===== src/rtl/core/mwm_pkg.sv =====
// shared types and constants of the mecanum wheel mixer
`timescale 1ns / 1ps

package mwm_pkg;

    localparam int FRAC_BITS_DEF   = 8;
    localparam int QUEUE_DEPTH_DEF = 2;

    localparam int CMD_W   = 8;
    localparam int CAP_W   = 7;
    localparam int SUM_W   = 10;
    localparam int ABS_W   = 9;
    localparam int SQ_W    = 15;
    localparam int TABS_W  = 7;
    localparam int POWER_W = 16;
    localparam int NUM_WHEELS = 4;

    localparam logic signed [CMD_W-1:0] CMD_LIMIT = 8'sd100;
    localparam logic [CAP_W-1:0]        CAP_RESET = 7'd100;

    // wheel order inside the sum array and the output word
    localparam int WHEEL_FL = 0;
    localparam int WHEEL_FR = 1;
    localparam int WHEEL_RL = 2;
    localparam int WHEEL_RR = 3;

    typedef struct packed {
        logic                             stop;
        logic [NUM_WHEELS-1:0][SUM_W-1:0] sum;
        logic [ABS_W-1:0]                 maxabs;
        logic [SQ_W-1:0]                  sq;
        logic [TABS_W-1:0]                tabs;
    } t_front_item;

endpackage


===== src/rtl/core/mwm_front.sv =====
// front stage: clamps the commands and forms sums, largest absolute sum, squared radius and absolute turn
`timescale 1ns / 1ps

module mwm_front (
    input  logic                  i_clk,
    input  logic                  i_rst_n,
    input  logic                  i_tvalid,
    output logic                  o_tready,
    input  logic [23:0]           i_tdata,
    output logic                  o_valid,
    input  logic                  i_ready,
    output mwm_pkg::t_front_item  o_item
);
    import mwm_pkg::*;

    function automatic logic signed [CMD_W-1:0] clamp_cmd(input logic signed [CMD_W-1:0] raw);
        logic signed [CMD_W-1:0] v;
        v = raw;
        if (raw > CMD_LIMIT) begin
            v = CMD_LIMIT;
        end else if (raw < -CMD_LIMIT) begin
            v = -CMD_LIMIT;
        end
        return v;
    endfunction

    function automatic logic [TABS_W-1:0] abs_cmd(input logic signed [CMD_W-1:0] v);
        logic signed [CMD_W-1:0] a;
        a = (v < 0) ? -v : v;
        return TABS_W'(a);
    endfunction

    function automatic logic [ABS_W-1:0] abs_sum(input logic signed [SUM_W-1:0] v);
        logic signed [SUM_W-1:0] a;
        a = (v < 0) ? -v : v;
        return ABS_W'(a);
    endfunction

    logic                    r_valid;
    t_front_item             r_item;
    t_front_item             n_item;

    logic signed [CMD_W-1:0] d;
    logic signed [CMD_W-1:0] s;
    logic signed [CMD_W-1:0] t;
    logic signed [SUM_W-1:0] de;
    logic signed [SUM_W-1:0] se;
    logic signed [SUM_W-1:0] te;
    logic signed [SUM_W-1:0] sums [NUM_WHEELS];
    logic [ABS_W-1:0]        abss [NUM_WHEELS];
    logic [ABS_W-1:0]        max01;
    logic [ABS_W-1:0]        max23;
    logic [TABS_W-1:0]       dabs;
    logic [TABS_W-1:0]       sabs;

    assign d  = clamp_cmd(i_tdata[7:0]);
    assign s  = clamp_cmd(i_tdata[15:8]);
    assign t  = clamp_cmd(i_tdata[23:16]);
    assign de = SUM_W'(d);
    assign se = SUM_W'(s);
    assign te = SUM_W'(t);

    assign sums[WHEEL_FL] = de + se + te;
    assign sums[WHEEL_FR] = de - se - te;
    assign sums[WHEEL_RL] = de - se + te;
    assign sums[WHEEL_RR] = de + se - te;

    always_comb begin
        for (int k = 0; k < NUM_WHEELS; k++) begin
            abss[k] = abs_sum(sums[k]);
        end
    end

    assign max01 = (abss[0] > abss[1]) ? abss[0] : abss[1];
    assign max23 = (abss[2] > abss[3]) ? abss[2] : abss[3];
    assign dabs  = abs_cmd(d);
    assign sabs  = abs_cmd(s);

    always_comb begin
        n_item.stop   = (d == 0) && (s == 0) && (t == 0);
        for (int k = 0; k < NUM_WHEELS; k++) begin
            n_item.sum[k] = sums[k];
        end
        n_item.maxabs = (max01 > max23) ? max01 : max23;
        n_item.sq     = SQ_W'(dabs * dabs) + SQ_W'(sabs * sabs);
        n_item.tabs   = abs_cmd(t);
    end

    assign o_tready = !r_valid || i_ready;
    assign o_valid  = r_valid;
    assign o_item   = r_item;

    always_ff @(posedge i_clk) begin
        if (!i_rst_n) begin
            r_valid <= 1'b0;
        end else begin
            if (i_tvalid && o_tready) begin
                r_valid <= 1'b1;
                r_item  <= n_item;
            end else if (i_ready) begin
                r_valid <= 1'b0;
            end
        end
    end

endmodule


===== src/rtl/core/mwm_queue.sv =====
// short queue of classified items between the front and back parts
`timescale 1ns / 1ps

module mwm_queue #(
    parameter int DEPTH = mwm_pkg::QUEUE_DEPTH_DEF
) (
    input  logic                  i_clk,
    input  logic                  i_rst_n,
    input  logic                  i_push,
    output logic                  o_ready,
    input  mwm_pkg::t_front_item  i_item,
    output logic                  o_valid,
    input  logic                  i_pop,
    output mwm_pkg::t_front_item  o_item
);
    import mwm_pkg::*;

    localparam int PTR_W = (DEPTH > 1) ? $clog2(DEPTH) : 1;
    localparam int CNT_W = $clog2(DEPTH + 1);

    t_front_item      r_mem [DEPTH];
    logic [PTR_W-1:0] r_wr;
    logic [PTR_W-1:0] r_rd;
    logic [CNT_W-1:0] r_cnt;
    logic             do_push;
    logic             do_pop;

    assign o_ready = (r_cnt != CNT_W'(DEPTH));
    assign o_valid = (r_cnt != '0);
    assign o_item  = r_mem[r_rd];
    assign do_push = i_push && o_ready;
    assign do_pop  = i_pop && o_valid;

    always_ff @(posedge i_clk) begin
        if (do_push) begin
            r_mem[r_wr] <= i_item;
        end
    end

    always_ff @(posedge i_clk) begin
        if (!i_rst_n) begin
            r_wr  <= '0;
            r_rd  <= '0;
            r_cnt <= '0;
        end else begin
            if (do_push) begin
                r_wr <= (r_wr == PTR_W'(DEPTH - 1)) ? '0 : r_wr + 1'b1;
            end
            if (do_pop) begin
                r_rd <= (r_rd == PTR_W'(DEPTH - 1)) ? '0 : r_rd + 1'b1;
            end
            if (do_push && !do_pop) begin
                r_cnt <= r_cnt + 1'b1;
            end else if (do_pop && !do_push) begin
                r_cnt <= r_cnt - 1'b1;
            end
        end
    end

endmodule


===== src/rtl/core/mwm_back.sv =====
// back engine: square root, magnitude, four scaling divider lanes and output register
`timescale 1ns / 1ps

module mwm_back #(
    parameter int FRAC_BITS = mwm_pkg::FRAC_BITS_DEF
) (
    input  logic                         i_clk,
    input  logic                         i_rst_n,
    input  logic [mwm_pkg::CAP_W-1:0]    i_power_cap,
    input  logic                         i_valid,
    output logic                         o_pop,
    input  mwm_pkg::t_front_item         i_item,
    output logic                         o_tvalid,
    input  logic                         i_tready,
    output logic [63:0]                  o_tdata,
    output logic                         o_tuser
);
    import mwm_pkg::*;

    localparam int RW   = 8 + FRAC_BITS;          // root width
    localparam int XW   = 2 * RW;                 // radicand width
    localparam int REMW = RW + 2;                 // root remainder width
    localparam int MW   = CAP_W + FRAC_BITS;      // magnitude width
    localparam int QW   = MW;                     // quotient width
    localparam int PW   = ABS_W + MW;             // product width
    localparam int DW   = ABS_W + 1;              // divisor width
    localparam int NW   = PW + 1;                 // dividend width, equals QW + DW
    localparam int CW   = $clog2(RW);

    typedef enum logic [2:0] {
        S_IDLE,
        S_ROOT,
        S_MAG,
        S_MUL,
        S_DIV,
        S_DONE
    } t_state;

    t_state             r_state;
    t_front_item        r_item;
    logic [CW-1:0]      r_cnt;
    logic [XW-1:0]      r_x;
    logic [REMW-1:0]    r_rrem;
    logic [RW-1:0]      r_root;
    logic [MW-1:0]      r_mag;
    logic [DW-1:0]      r_rem [NUM_WHEELS];
    logic [QW-1:0]      r_dvd [NUM_WHEELS];
    logic               r_out_valid;
    logic               r_out_stop;
    logic [63:0]        r_out_data;

    logic               out_free;
    logic               out_load;
    logic [REMW+1:0]    n_rtry;
    logic [REMW+1:0]    n_rtrial;
    logic               n_rbit;
    logic [RW:0]        n_msum;
    logic [MW-1:0]      n_cap;
    logic [MW-1:0]      n_mag;
    logic [DW-1:0]      n_div;
    logic [NW-1:0]      n_num  [NUM_WHEELS];
    logic [DW:0]        n_dtry [NUM_WHEELS];
    logic               n_dbit [NUM_WHEELS];
    logic [POWER_W-1:0] n_pw   [NUM_WHEELS];
    logic [63:0]        n_out;

    function automatic logic [ABS_W-1:0] abs_sum(input logic [SUM_W-1:0] v);
        logic signed [SUM_W-1:0] sv;
        sv = $signed(v);
        return ABS_W'((sv < 0) ? -sv : sv);
    endfunction

    assign out_free = !r_out_valid || i_tready;

    // one root bit per step, two radicand bits brought down
    assign n_rtry   = {r_rrem, r_x[XW-1:XW-2]};
    assign n_rtrial = (REMW+2)'({r_root, 2'b01});
    assign n_rbit   = (n_rtry >= n_rtrial);

    assign n_msum = (RW+1)'(r_root) + ((RW+1)'(r_item.tabs) << FRAC_BITS);
    assign n_cap  = MW'(i_power_cap) << FRAC_BITS;
    assign n_mag  = (n_msum < (RW+1)'(n_cap)) ? MW'(n_msum) : n_cap;
    assign n_div  = {r_item.maxabs, 1'b0};

    always_comb begin
        for (int k = 0; k < NUM_WHEELS; k++) begin
            // 2*|sum|*mag + maxabs, rounding offset for the half-up divide
            n_num[k]  = {PW'(abs_sum(r_item.sum[k])) * r_mag, 1'b0} + NW'(r_item.maxabs);
            n_dtry[k] = {r_rem[k], r_dvd[k][QW-1]};
            n_dbit[k] = (n_dtry[k] >= (DW+1)'(n_div));
        end
    end

    // sign and saturation of each quotient
    always_comb begin
        logic [31:0] q;
        for (int k = 0; k < NUM_WHEELS; k++) begin
            q = 32'(r_dvd[k]);
            if (r_item.maxabs == '0) begin
                n_pw[k] = '0;
            end else if (r_item.sum[k][SUM_W-1]) begin
                n_pw[k] = (q >= 32'd32768) ? 16'h8000 : POWER_W'(-q);
            end else begin
                n_pw[k] = (q > 32'd32767) ? 16'h7FFF : POWER_W'(q);
            end
        end
        n_out = {n_pw[WHEEL_RR], n_pw[WHEEL_RL], n_pw[WHEEL_FR], n_pw[WHEEL_FL]};
    end

    assign o_pop    = (r_state == S_IDLE) && i_valid && (!i_item.stop || out_free);
    assign out_load = (o_pop && i_item.stop) || ((r_state == S_DONE) && out_free);
    assign o_tvalid = r_out_valid;
    assign o_tdata  = r_out_data;
    assign o_tuser  = r_out_stop;

    always_ff @(posedge i_clk) begin
        if (!i_rst_n) begin
            r_state     <= S_IDLE;
            r_out_valid <= 1'b0;
        end else begin
            if (out_load) begin
                r_out_valid <= 1'b1;
            end else if (i_tready) begin
                r_out_valid <= 1'b0;
            end
            unique case (r_state)
                S_IDLE: begin
                    if (o_pop) begin
                        r_item <= i_item;
                        if (i_item.stop) begin
                            r_out_stop  <= 1'b1;
                            r_out_data  <= '0;
                        end else begin
                            r_x     <= XW'(i_item.sq) << (2 * FRAC_BITS);
                            r_rrem  <= '0;
                            r_root  <= '0;
                            r_cnt   <= CW'(RW - 1);
                            r_state <= S_ROOT;
                        end
                    end
                end
                S_ROOT: begin
                    r_x    <= r_x << 2;
                    r_rrem <= n_rbit ? REMW'(n_rtry - n_rtrial) : REMW'(n_rtry);
                    r_root <= {r_root[RW-2:0], n_rbit};
                    r_cnt  <= r_cnt - 1'b1;
                    if (r_cnt == '0) begin
                        r_state <= S_MAG;
                    end
                end
                S_MAG: begin
                    r_mag   <= n_mag;
                    r_state <= S_MUL;
                end
                S_MUL: begin
                    for (int k = 0; k < NUM_WHEELS; k++) begin
                        r_rem[k] <= n_num[k][NW-1:QW];
                        r_dvd[k] <= n_num[k][QW-1:0];
                    end
                    r_cnt   <= CW'(QW - 1);
                    r_state <= S_DIV;
                end
                S_DIV: begin
                    for (int k = 0; k < NUM_WHEELS; k++) begin
                        r_rem[k] <= n_dbit[k] ? DW'(n_dtry[k] - (DW+1)'(n_div))
                                              : DW'(n_dtry[k]);
                        r_dvd[k] <= {r_dvd[k][QW-2:0], n_dbit[k]};
                    end
                    r_cnt <= r_cnt - 1'b1;
                    if (r_cnt == '0) begin
                        r_state <= S_DONE;
                    end
                end
                S_DONE: begin
                    if (out_free) begin
                        r_out_stop  <= 1'b0;
                        r_out_data  <= n_out;
                        r_state     <= S_IDLE;
                    end
                end
                default: begin
                    r_state <= S_IDLE;
                end
            endcase
        end
    end

    a_pop_only_idle: assert property (@(posedge i_clk) disable iff (!i_rst_n)
        o_pop |-> (r_state == S_IDLE))
        else $error("queue popped while engine busy");

    a_mag_capped: assert property (@(posedge i_clk) disable iff (!i_rst_n)
        (r_state == S_MUL) |-> (r_mag <= n_cap))
        else $error("magnitude above power cap");

    a_stop_zero: assert property (@(posedge i_clk) disable iff (!i_rst_n)
        (r_out_valid && r_out_stop) |-> (r_out_data == '0))
        else $error("stop transaction with nonzero powers");

    a_div_count: assert property (@(posedge i_clk) disable iff (!i_rst_n)
        (r_state == S_DIV) |-> (r_cnt <= CW'(QW - 1)))
        else $error("divider count out of range");

    a_root_to_mag: assert property (@(posedge i_clk) disable iff (!i_rst_n)
        (r_state == S_ROOT && r_cnt == '0) |=> (r_state == S_MAG))
        else $error("root did not hand over to magnitude");

endmodule


===== src/rtl/core/mecanum_wheel_mixer_top.sv =====
// Mecanum wheel mixer: turns drive, strafe and turn commands into four scaled
// wheel powers in signed Q.FRAC_BITS. The input stream accepts one transaction
// per cycle while the item queue (QUEUE_DEPTH entries plus one front register)
// has room. An all-zero command is loaded into the output register as soon as
// the back engine pops it and comes out with all powers zero and tuser set. The
// back engine takes one item at a time; any other item goes through these steps
// in order: pick-up, the bit-serial square root of drive^2+strafe^2, the
// magnitude clamp, the four multiplies, the four parallel one-bit-per-cycle
// rounding dividers, and the load of the output register once it is free. The
// power cap register is written with i_cfg_we and must only change while no
// item is in flight.
`timescale 1ns / 1ps

module mecanum_wheel_mixer_top #(
    parameter int FRAC_BITS   = mwm_pkg::FRAC_BITS_DEF,
    parameter int QUEUE_DEPTH = mwm_pkg::QUEUE_DEPTH_DEF
) (
    input  logic                      i_clk,
    input  logic                      i_rst_n,
    input  logic                      i_cfg_we,
    input  logic [mwm_pkg::CAP_W-1:0] i_cfg_wdata,     // power_cap
    input  logic                      s_axis_tvalid,
    output logic                      s_axis_tready,
    input  logic [23:0]               s_axis_tdata,    // drive_cmd, strafe_cmd, turn_cmd
    output logic                      m_axis_tvalid,
    input  logic                      m_axis_tready,
    output logic [63:0]               m_axis_tdata,    // front_left, front_right,
                                                       // rear_left, rear_right power
    output logic                      m_axis_tuser     // stop_flag
);
    import mwm_pkg::*;

    logic [CAP_W-1:0] r_power_cap;
    logic             front_valid;
    logic             queue_ready;
    t_front_item      front_item;
    logic             queue_valid;
    logic             queue_pop;
    t_front_item      queue_item;

    always_ff @(posedge i_clk) begin
        if (!i_rst_n) begin
            r_power_cap <= CAP_RESET;
        end else if (i_cfg_we) begin
            r_power_cap <= i_cfg_wdata;
        end
    end

    mwm_front u_front (
        .i_clk    (i_clk),
        .i_rst_n  (i_rst_n),
        .i_tvalid (s_axis_tvalid),
        .o_tready (s_axis_tready),
        .i_tdata  (s_axis_tdata),
        .o_valid  (front_valid),
        .i_ready  (queue_ready),
        .o_item   (front_item)
    );

    mwm_queue #(
        .DEPTH (QUEUE_DEPTH)
    ) u_queue (
        .i_clk   (i_clk),
        .i_rst_n (i_rst_n),
        .i_push  (front_valid),
        .o_ready (queue_ready),
        .i_item  (front_item),
        .o_valid (queue_valid),
        .i_pop   (queue_pop),
        .o_item  (queue_item)
    );

    mwm_back #(
        .FRAC_BITS (FRAC_BITS)
    ) u_back (
        .i_clk       (i_clk),
        .i_rst_n     (i_rst_n),
        .i_power_cap (r_power_cap),
        .i_valid     (queue_valid),
        .o_pop       (queue_pop),
        .i_item      (queue_item),
        .o_tvalid    (m_axis_tvalid),
        .i_tready    (m_axis_tready),
        .o_tdata     (m_axis_tdata),
        .o_tuser     (m_axis_tuser)
    );

endmodule


===== config.mk =====
export PLATFORM = sky130hd
export DESIGN_NAME = mecanum_wheel_mixer_top
export DESIGN_NICKNAME = d
export VERILOG_FILES = /design/src/rtl/core/mwm_pkg.sv /design/src/rtl/core/mwm_front.sv /design/src/rtl/core/mwm_queue.sv /design/src/rtl/core/mwm_back.sv /design/src/rtl/core/mecanum_wheel_mixer_top.sv
export SDC_FILE = /design/constraint.sdc
export NUM_CORES = 2
export LEC_CHECK = 0
export ABC_AREA = 1
export BUFFER_PORTS_ARGS = -buffer_cell sky130_fd_sc_hd__buf_4
export CELL_PAD_IN_SITES_DETAIL_PLACEMENT = 1
export CELL_PAD_IN_SITES_GLOBAL_PLACEMENT = 1
export CORE_ASPECT_RATIO = 0.75
export CORE_UTILIZATION = 28
export CTS_CLUSTER_DIAMETER = 60
export DETAILED_ROUTE_END_ITERATION = 8
export GPL_TIMING_DRIVEN = 0
export PLACE_DENSITY = 0.59
export RECOVER_POWER = 25
export SETUP_SLACK_MARGIN = 0.02
export SYNTH_ARGS = -nofsm -noshare
export SYNTH_HDL_FRONTEND = slang
export SYNTH_SLANG_ARGS = --single-unit
export TNS_END_PERCENT = 10

===== constraint.sdc =====
create_clock -name i_clk -period 13.8 [get_ports i_clk]
set_input_delay 0.69 -clock i_clk [delete_from_list [all_inputs] [get_ports i_clk]]
set_output_delay 0.69 -clock i_clk [all_outputs]
set_load 0.005 [all_outputs]

# After elaboration in Yosys (flattened, before gate mapping)
# Memories as Yosys holds them, arrays and structs flattened. A register that Yosys moved wholly into a read port is not among the register bits.
# Cells that the tools add are included.
word_totals:
  output_inout_bits: 67
  mem_bits_rw: 244
  elab_cells: 248
  memories: 3
  mem_bits_ro: 0
  in_bits: 36
  register_bits: 294
  latch_bits: 0
mem_list:
  columns: ["name", "depth", "word_bits", "read_ports", "rd_clocked_by_memory_dff", "write_ports", "line_no", "rtl"]
  rows:
  - ["u_queue.r_mem", 2, 72, 1, 1, 1, "mwm_queue.sv:21", "t_front_item r_mem [DEPTH];"]
  - ["u_back.r_dvd", 4, 15, 4, 0, 4, "mwm_back.sv:47", "logic [QW-1:0] r_dvd [NUM_WHEELS];"]
  - ["u_back.r_rem", 4, 10, 4, 0, 4, "mwm_back.sv:46", "logic [DW-1:0] r_rem [NUM_WHEELS];"]
op_classes:
  bitwise_logic: 8
  add_sub_neg: 37
  div_mod_pow: 0
  shifts: 0
  mux: 86
  eq_ne: 12
  n_lt_le_gt_ge: 26
  n_reduce_logical: 41
  multipliers: 6
ops:
  columns: ["cell", "count"]
  rows:
  - ["64-bit two-way mux", 3]
  - ["16-bit two-way mux", 10]
  - ["64-bit case mux with 2 select lines", 1]
  - ["25-bit by 9-bit adder with 25-bit output", 4]
  - ["9-bit two-way mux", 11]
  - ["32-bit zero test", 3]
  - ["9-bit by 15-bit multiplier with 24-bit output", 4]
  - ["10-bit by 1-bit < comparator with 1-bit output, second input constant", 8]
  - ["10-bit two-way mux", 8]
  - ["15-bit two-way mux", 5]
  - ["9-bit negator", 8]
  - ["32-bit two-way mux", 2]
  - ["15-bit negator with 16-bit output", 4]
  - ["32-bit case mux with 2 select lines", 1]
  - ["18-bit two-way mux", 3]
  - ["8-bit two-way mux", 6]
  - ["11-bit by 10-bit >= comparator with 1-bit output", 4]
  - ["10-bit subtractor", 4]
  - ["18-bit case mux with 2 select lines", 1]
  - ["16-bit case mux with 2 select lines", 1]
  - ["7-bit by 7-bit multiplier with 14-bit output", 2]
  - ["9-bit greater-than comparator", 3]
  - ["8-bit greater-than comparator, second input constant", 3]
  - ["8-bit by 1-bit < comparator with 1-bit output, second input constant", 3]
  - ["other kinds (42)", 114]

# Longest topological paths before layout
depth:
  depth_word: 11
  mapped_depth: 52
  depth_no_buf: 51

# Hierarchy
# A second synthesis with hierarchy kept.
unflattened:
  cells_unflattened: 6440
  area_unflattened_um2: 52755.6
modules_own_cells:
  columns: ["mod", "instances", "cells_each", "area_per_inst_um2", "seq_area_each_um2"]
  rows:
  - ["mwm_back", 1, 4870, 36899.1, 8788.4]
  - ["mwm_front", 1, 1271, 9791.9, 2182.1]
  - ["mwm_queue", 1, 261, 5789.3, 4424.2]
  - ["mecanum_wheel_mixer_top", 1, 38, 275.3, 140.1]

# Worst setup path before layout
# Ideal clock, no wire load.
synth_timing:
  kind: "input port to flip-flop"
  from: "input port m_axis_tready"
  to: "register u_back.r_out_data[0], in the netlist u_back.o_tdata[0], enable pin"
  arrival_time_ns: 11.156
  required_ns: 12.965
  path_slack_ns: 1.808
  setup_ns: 0.835
  path_buffers: 0
  cell_stages: 6
  cell_sequence: "nor2_1 inv_1 o22ai_1 nor2_1 nor2_1 a2111oi_0"
synth_via:
  elab_chain_len: 5
  word_cells_on_any_way: 6
  classes_between: "eq/ne (2); reduce/logical (4)"
synth_rtl:
  columns: ["element", "line_no", "rtl"]
  rows:
  - ["from (decl)", "mecanum_wheel_mixer_top.sv:26", "input logic m_axis_tready,"]
  - ["1-bit logical OR *", "mwm_back.sv:73", "assign out_free = !r_out_valid || i_tready;"]
  - ["1-bit logical OR", "mwm_back.sv:110", "assign o_pop = (r_state == S_IDLE) && i_valid && (!i_item.stop || out_free);"]
  - ["1-bit logical AND", "mwm_back.sv:110", null]
  - ["2-bit by 1-bit != test with 1-bit output (no line)", null, null]
  - ["5-bit AND reduction (no line) *", null, null]
  - ["to (signal assigned)", "mwm_back.sv:177", "r_out_data <= n_out;"]
  - ["to (decl)", "mwm_back.sv:50", "logic [63:0] r_out_data;"]
# Every way passes the cells marked *; elsewhere a longest branch is shown, timed or not.
# A chain may end at the register's enable or synchronous reset.

==> impl_metrics.json <==
{
  "status": "finished with violations",
  "failed_checks": "capacitance limit, slew limit",
  "setup_viol": 0,
  "min_from": "i_cfg_wdata[0]",
  "clock-sinks": 515,
  "yosysMostFrequentCell": "nand2_1",
  "fp.dieW_um": 494,
  "hpwl_um": 147000,
  "r2r_setup_slack_ns": 5.70,
  "gr-total-overflow": 0,
  "cts_tree": "yes",
  "reg2reg_to": "u_back.r_rem[0][9]",
  "clockBufferDepth": 3,
  "reg2reg_from": "u_back.r_item[61]",
  "slew_violations": 91,
  "finalHoldViolations": 0,
  "grt_pass1_wl_um": 267000,
  "final_nets": 7279,
  "rsz0062_at_grt": "false",
  "busiest_layer": "met1",
  "ys_types": 69,
  "clk_pin_slew_ns": 0.06,
  "yosys_register_bits": 515,
  "synth_top_cell_by_area": "edfxtp_1",
  "synth_flop_cell": "edfxtp_1",
  "ant_nets": 0,
  "rows": 135,
  "whs_ns": 0.263,
  "worstMarginPinSlew_ns": 3.34,
  "pin_count": 103,
  "core-area_um2": 181000,
  "antenna_found_initial": 5,
  "gr-usage-met3": 0.0365,
  "path_class": "input pin to register",
  "grt_use_met2": 0.284,
  "cp_max_fo": 10,
  "yosysWarnings": 0,
  "worstPathRequired_ns": 14.20,
  "finalCritPeriodShare": 0.651,
  "start_util": 0.282,
  "synth_seq_area_share": 0.301,
  "slew_headroom": -1.22,
  "netlist_area_um2": 50900,
  "drtIter0Drc": 2763,
  "clk_latency_ns": 0.67,
  "max_freq_ghz": 0.111,
  "cts-root-buf": "clkbuf_16",
  "whs_endpoint": "r_power_cap[0]",
  "final_util": 0.318,
  "maxCapViolCount": 3,
  "hold_class": "input pin to register",
  "synth_area_leaders": "edfxtp_1 29%, fa_1 17%, nand2_1 11%",
  "critPathLaunchType": "input pin",
  "numCtsBuffers": 72,
  "syn_inst": 6195,
  "gp_congestion": 0.887,
  "drc": 0,
  "cts.htree.levels": 3,
  "wl_per_cell_um": 19.7,
  "layout-drive-gt1-share": 0.0625,
  "cts_hold_buffers": 0,
  "routed_via_density": 4.78,
  "synthArstFlopShare": 0,
  "syn2layout_area_growth_pct": 12.7,
  "syn_nets": 7081,
  "cts_resized": 0,
  "cp_common_cell": "nand2_1",
  "synth_top_cell_area_share": 0.294,
  "hold_depth": 3,
  "drtPass1Iterations": 5,
  "fin_crit_ns": 8.98,
  "synth.avg_cell_area_um2": 8.21,
  "cp_slowest_cell": "xor2_1",
  "vias": 42300,
  "critPathMaxStageDelay_ns": 0.64,
  "grt_use_met1": 0.285,
  "dieArea_um2": 183000,
  "arrival_ns": 9.38,
  "die_h_um": 371,
  "fin_skew_ns": 0.0254,
  "routed_wl_um": 174000,
  "grtUsageTotal": 0.191,
  "post_cts_buffers": 0,
  "cp-end-kind": "register",
  "synth_enable_flop_cells": 498,
  "io_buffers": 102,
  "yosys-top-cells-count": "1544 x nand2_1, 1054 x inv_1, 562 x nor2_1",
  "grt_pass1_vias": 44300,
  "finalSetupTns_ns": 0,
  "grt_max_degree": 56,
  "reg2reg_depth": 31
}
-- layout by cell type, fill, tap and decap left out, types with 13 or more instances in the layout --
cell,instances
a21oi_1,269
a31oi_1,30
and2_1,17
buf_2,15
buf_4,104
clkbuf_1,155
clkbuf_16,72
dfxtp_1,17
edfxtp_1,498
fa_1,433
ha_1,417
inv_1,1053
inv_2,14
nand2_1,1544
nand2_2,47
nand3_1,310
nand3b_1,14
nand4_1,54
nor2_1,561
nor2_2,14
nor3_1,95
nor4_1,16
o211ai_1,21
o21a_1,13
o21ai_0,215
o21bai_1,16
o31ai_1,19
or2_2,23
xnor2_1,53
xor2_1,135
-- flip-flops by register name, indices dropped and copies added, names as in the netlist, 15 cells and up, named ones only --
register and flops:
u_queue.r_mem 140, u_front.o_item 70, u_back.o_tdata 64, u_back.r_dvd 60, u_back.r_item 45, u_back.r_rem 40
u_back.r_rrem 18, u_back.r_root 16, u_back.r_x 16, u_back.r_mag 15
-- routing by layer --
metal  share of wire  vias to the layer above
met5               0                        -
met4           0.017                        0
met3           0.060                      146
met2            0.42                      868
met1            0.51                    21100
li1                -                    20200
-- cell type report --
type                    instances  area (um^2)
clock inverters                44          498
repair buffers                124         1080
well taps                    2397         3000
inverters                    1076         4050
plain buffers                 166          674
clock buffers                  87         1860
diodes                          2         5.00
multi-input cells            4438        30900
fillers                     21500       123000
flip-flops and latches        515        15300
-- cell families after synthesis --
kind of cell | share of synthesized area
simple gates | 0.226
buf+inv | 0.0928
fa+ha+maj | 0.273
compound gates | 0.0731
flops | 0.301
xor+xnor | 0.0340
mux | 0.000197
-- critical path, delay by kind of cell --
family	cells	cell delay [ns]
AO/OA/AOI/OAI	9	1.67
XOR/XNOR	2	1.00
adder cells (fa/ha/maj)	5	1.59
buffers and inverters	10	1.65
AND/OR/NAND/NOR	20	2.77
-- per-stage QoR --
step	worst slack, ns	std cells	area (um^2)
floorplan	1.81	6195	50900
global placement	-4.93	8694	54700
detailed placement	4.30	8716	55100
CTS	5.02	8847	57400
global route	4.25	8847	57400
finish	4.82	8849	57400
-- worst max-delay path by stage --
stage / endpoint / slack, ns / cells past startpoint / startpoint
after floorplan: u_back.o_tdata[0] / 1.81 / 6 / m_axis_tready
after global placement: u_back.o_tdata[62] / -4.93 / 9 / register
after detailed placement: u_front.o_item[24] / 4.30 / 41 / s_axis_tdata[12]
after CTS: u_front.o_item[24] / 5.02 / 41 / s_axis_tdata[12]
after global routing: u_front.o_item[24] / 4.25 / 44 / s_axis_tdata[12]
final: u_front.o_item[24] / 4.82 / 46 / s_axis_tdata[12]
Power is left out: the tool's default activity adds up to more than one toggle a clock period on the data nets, which glitch-free logic cannot reach.
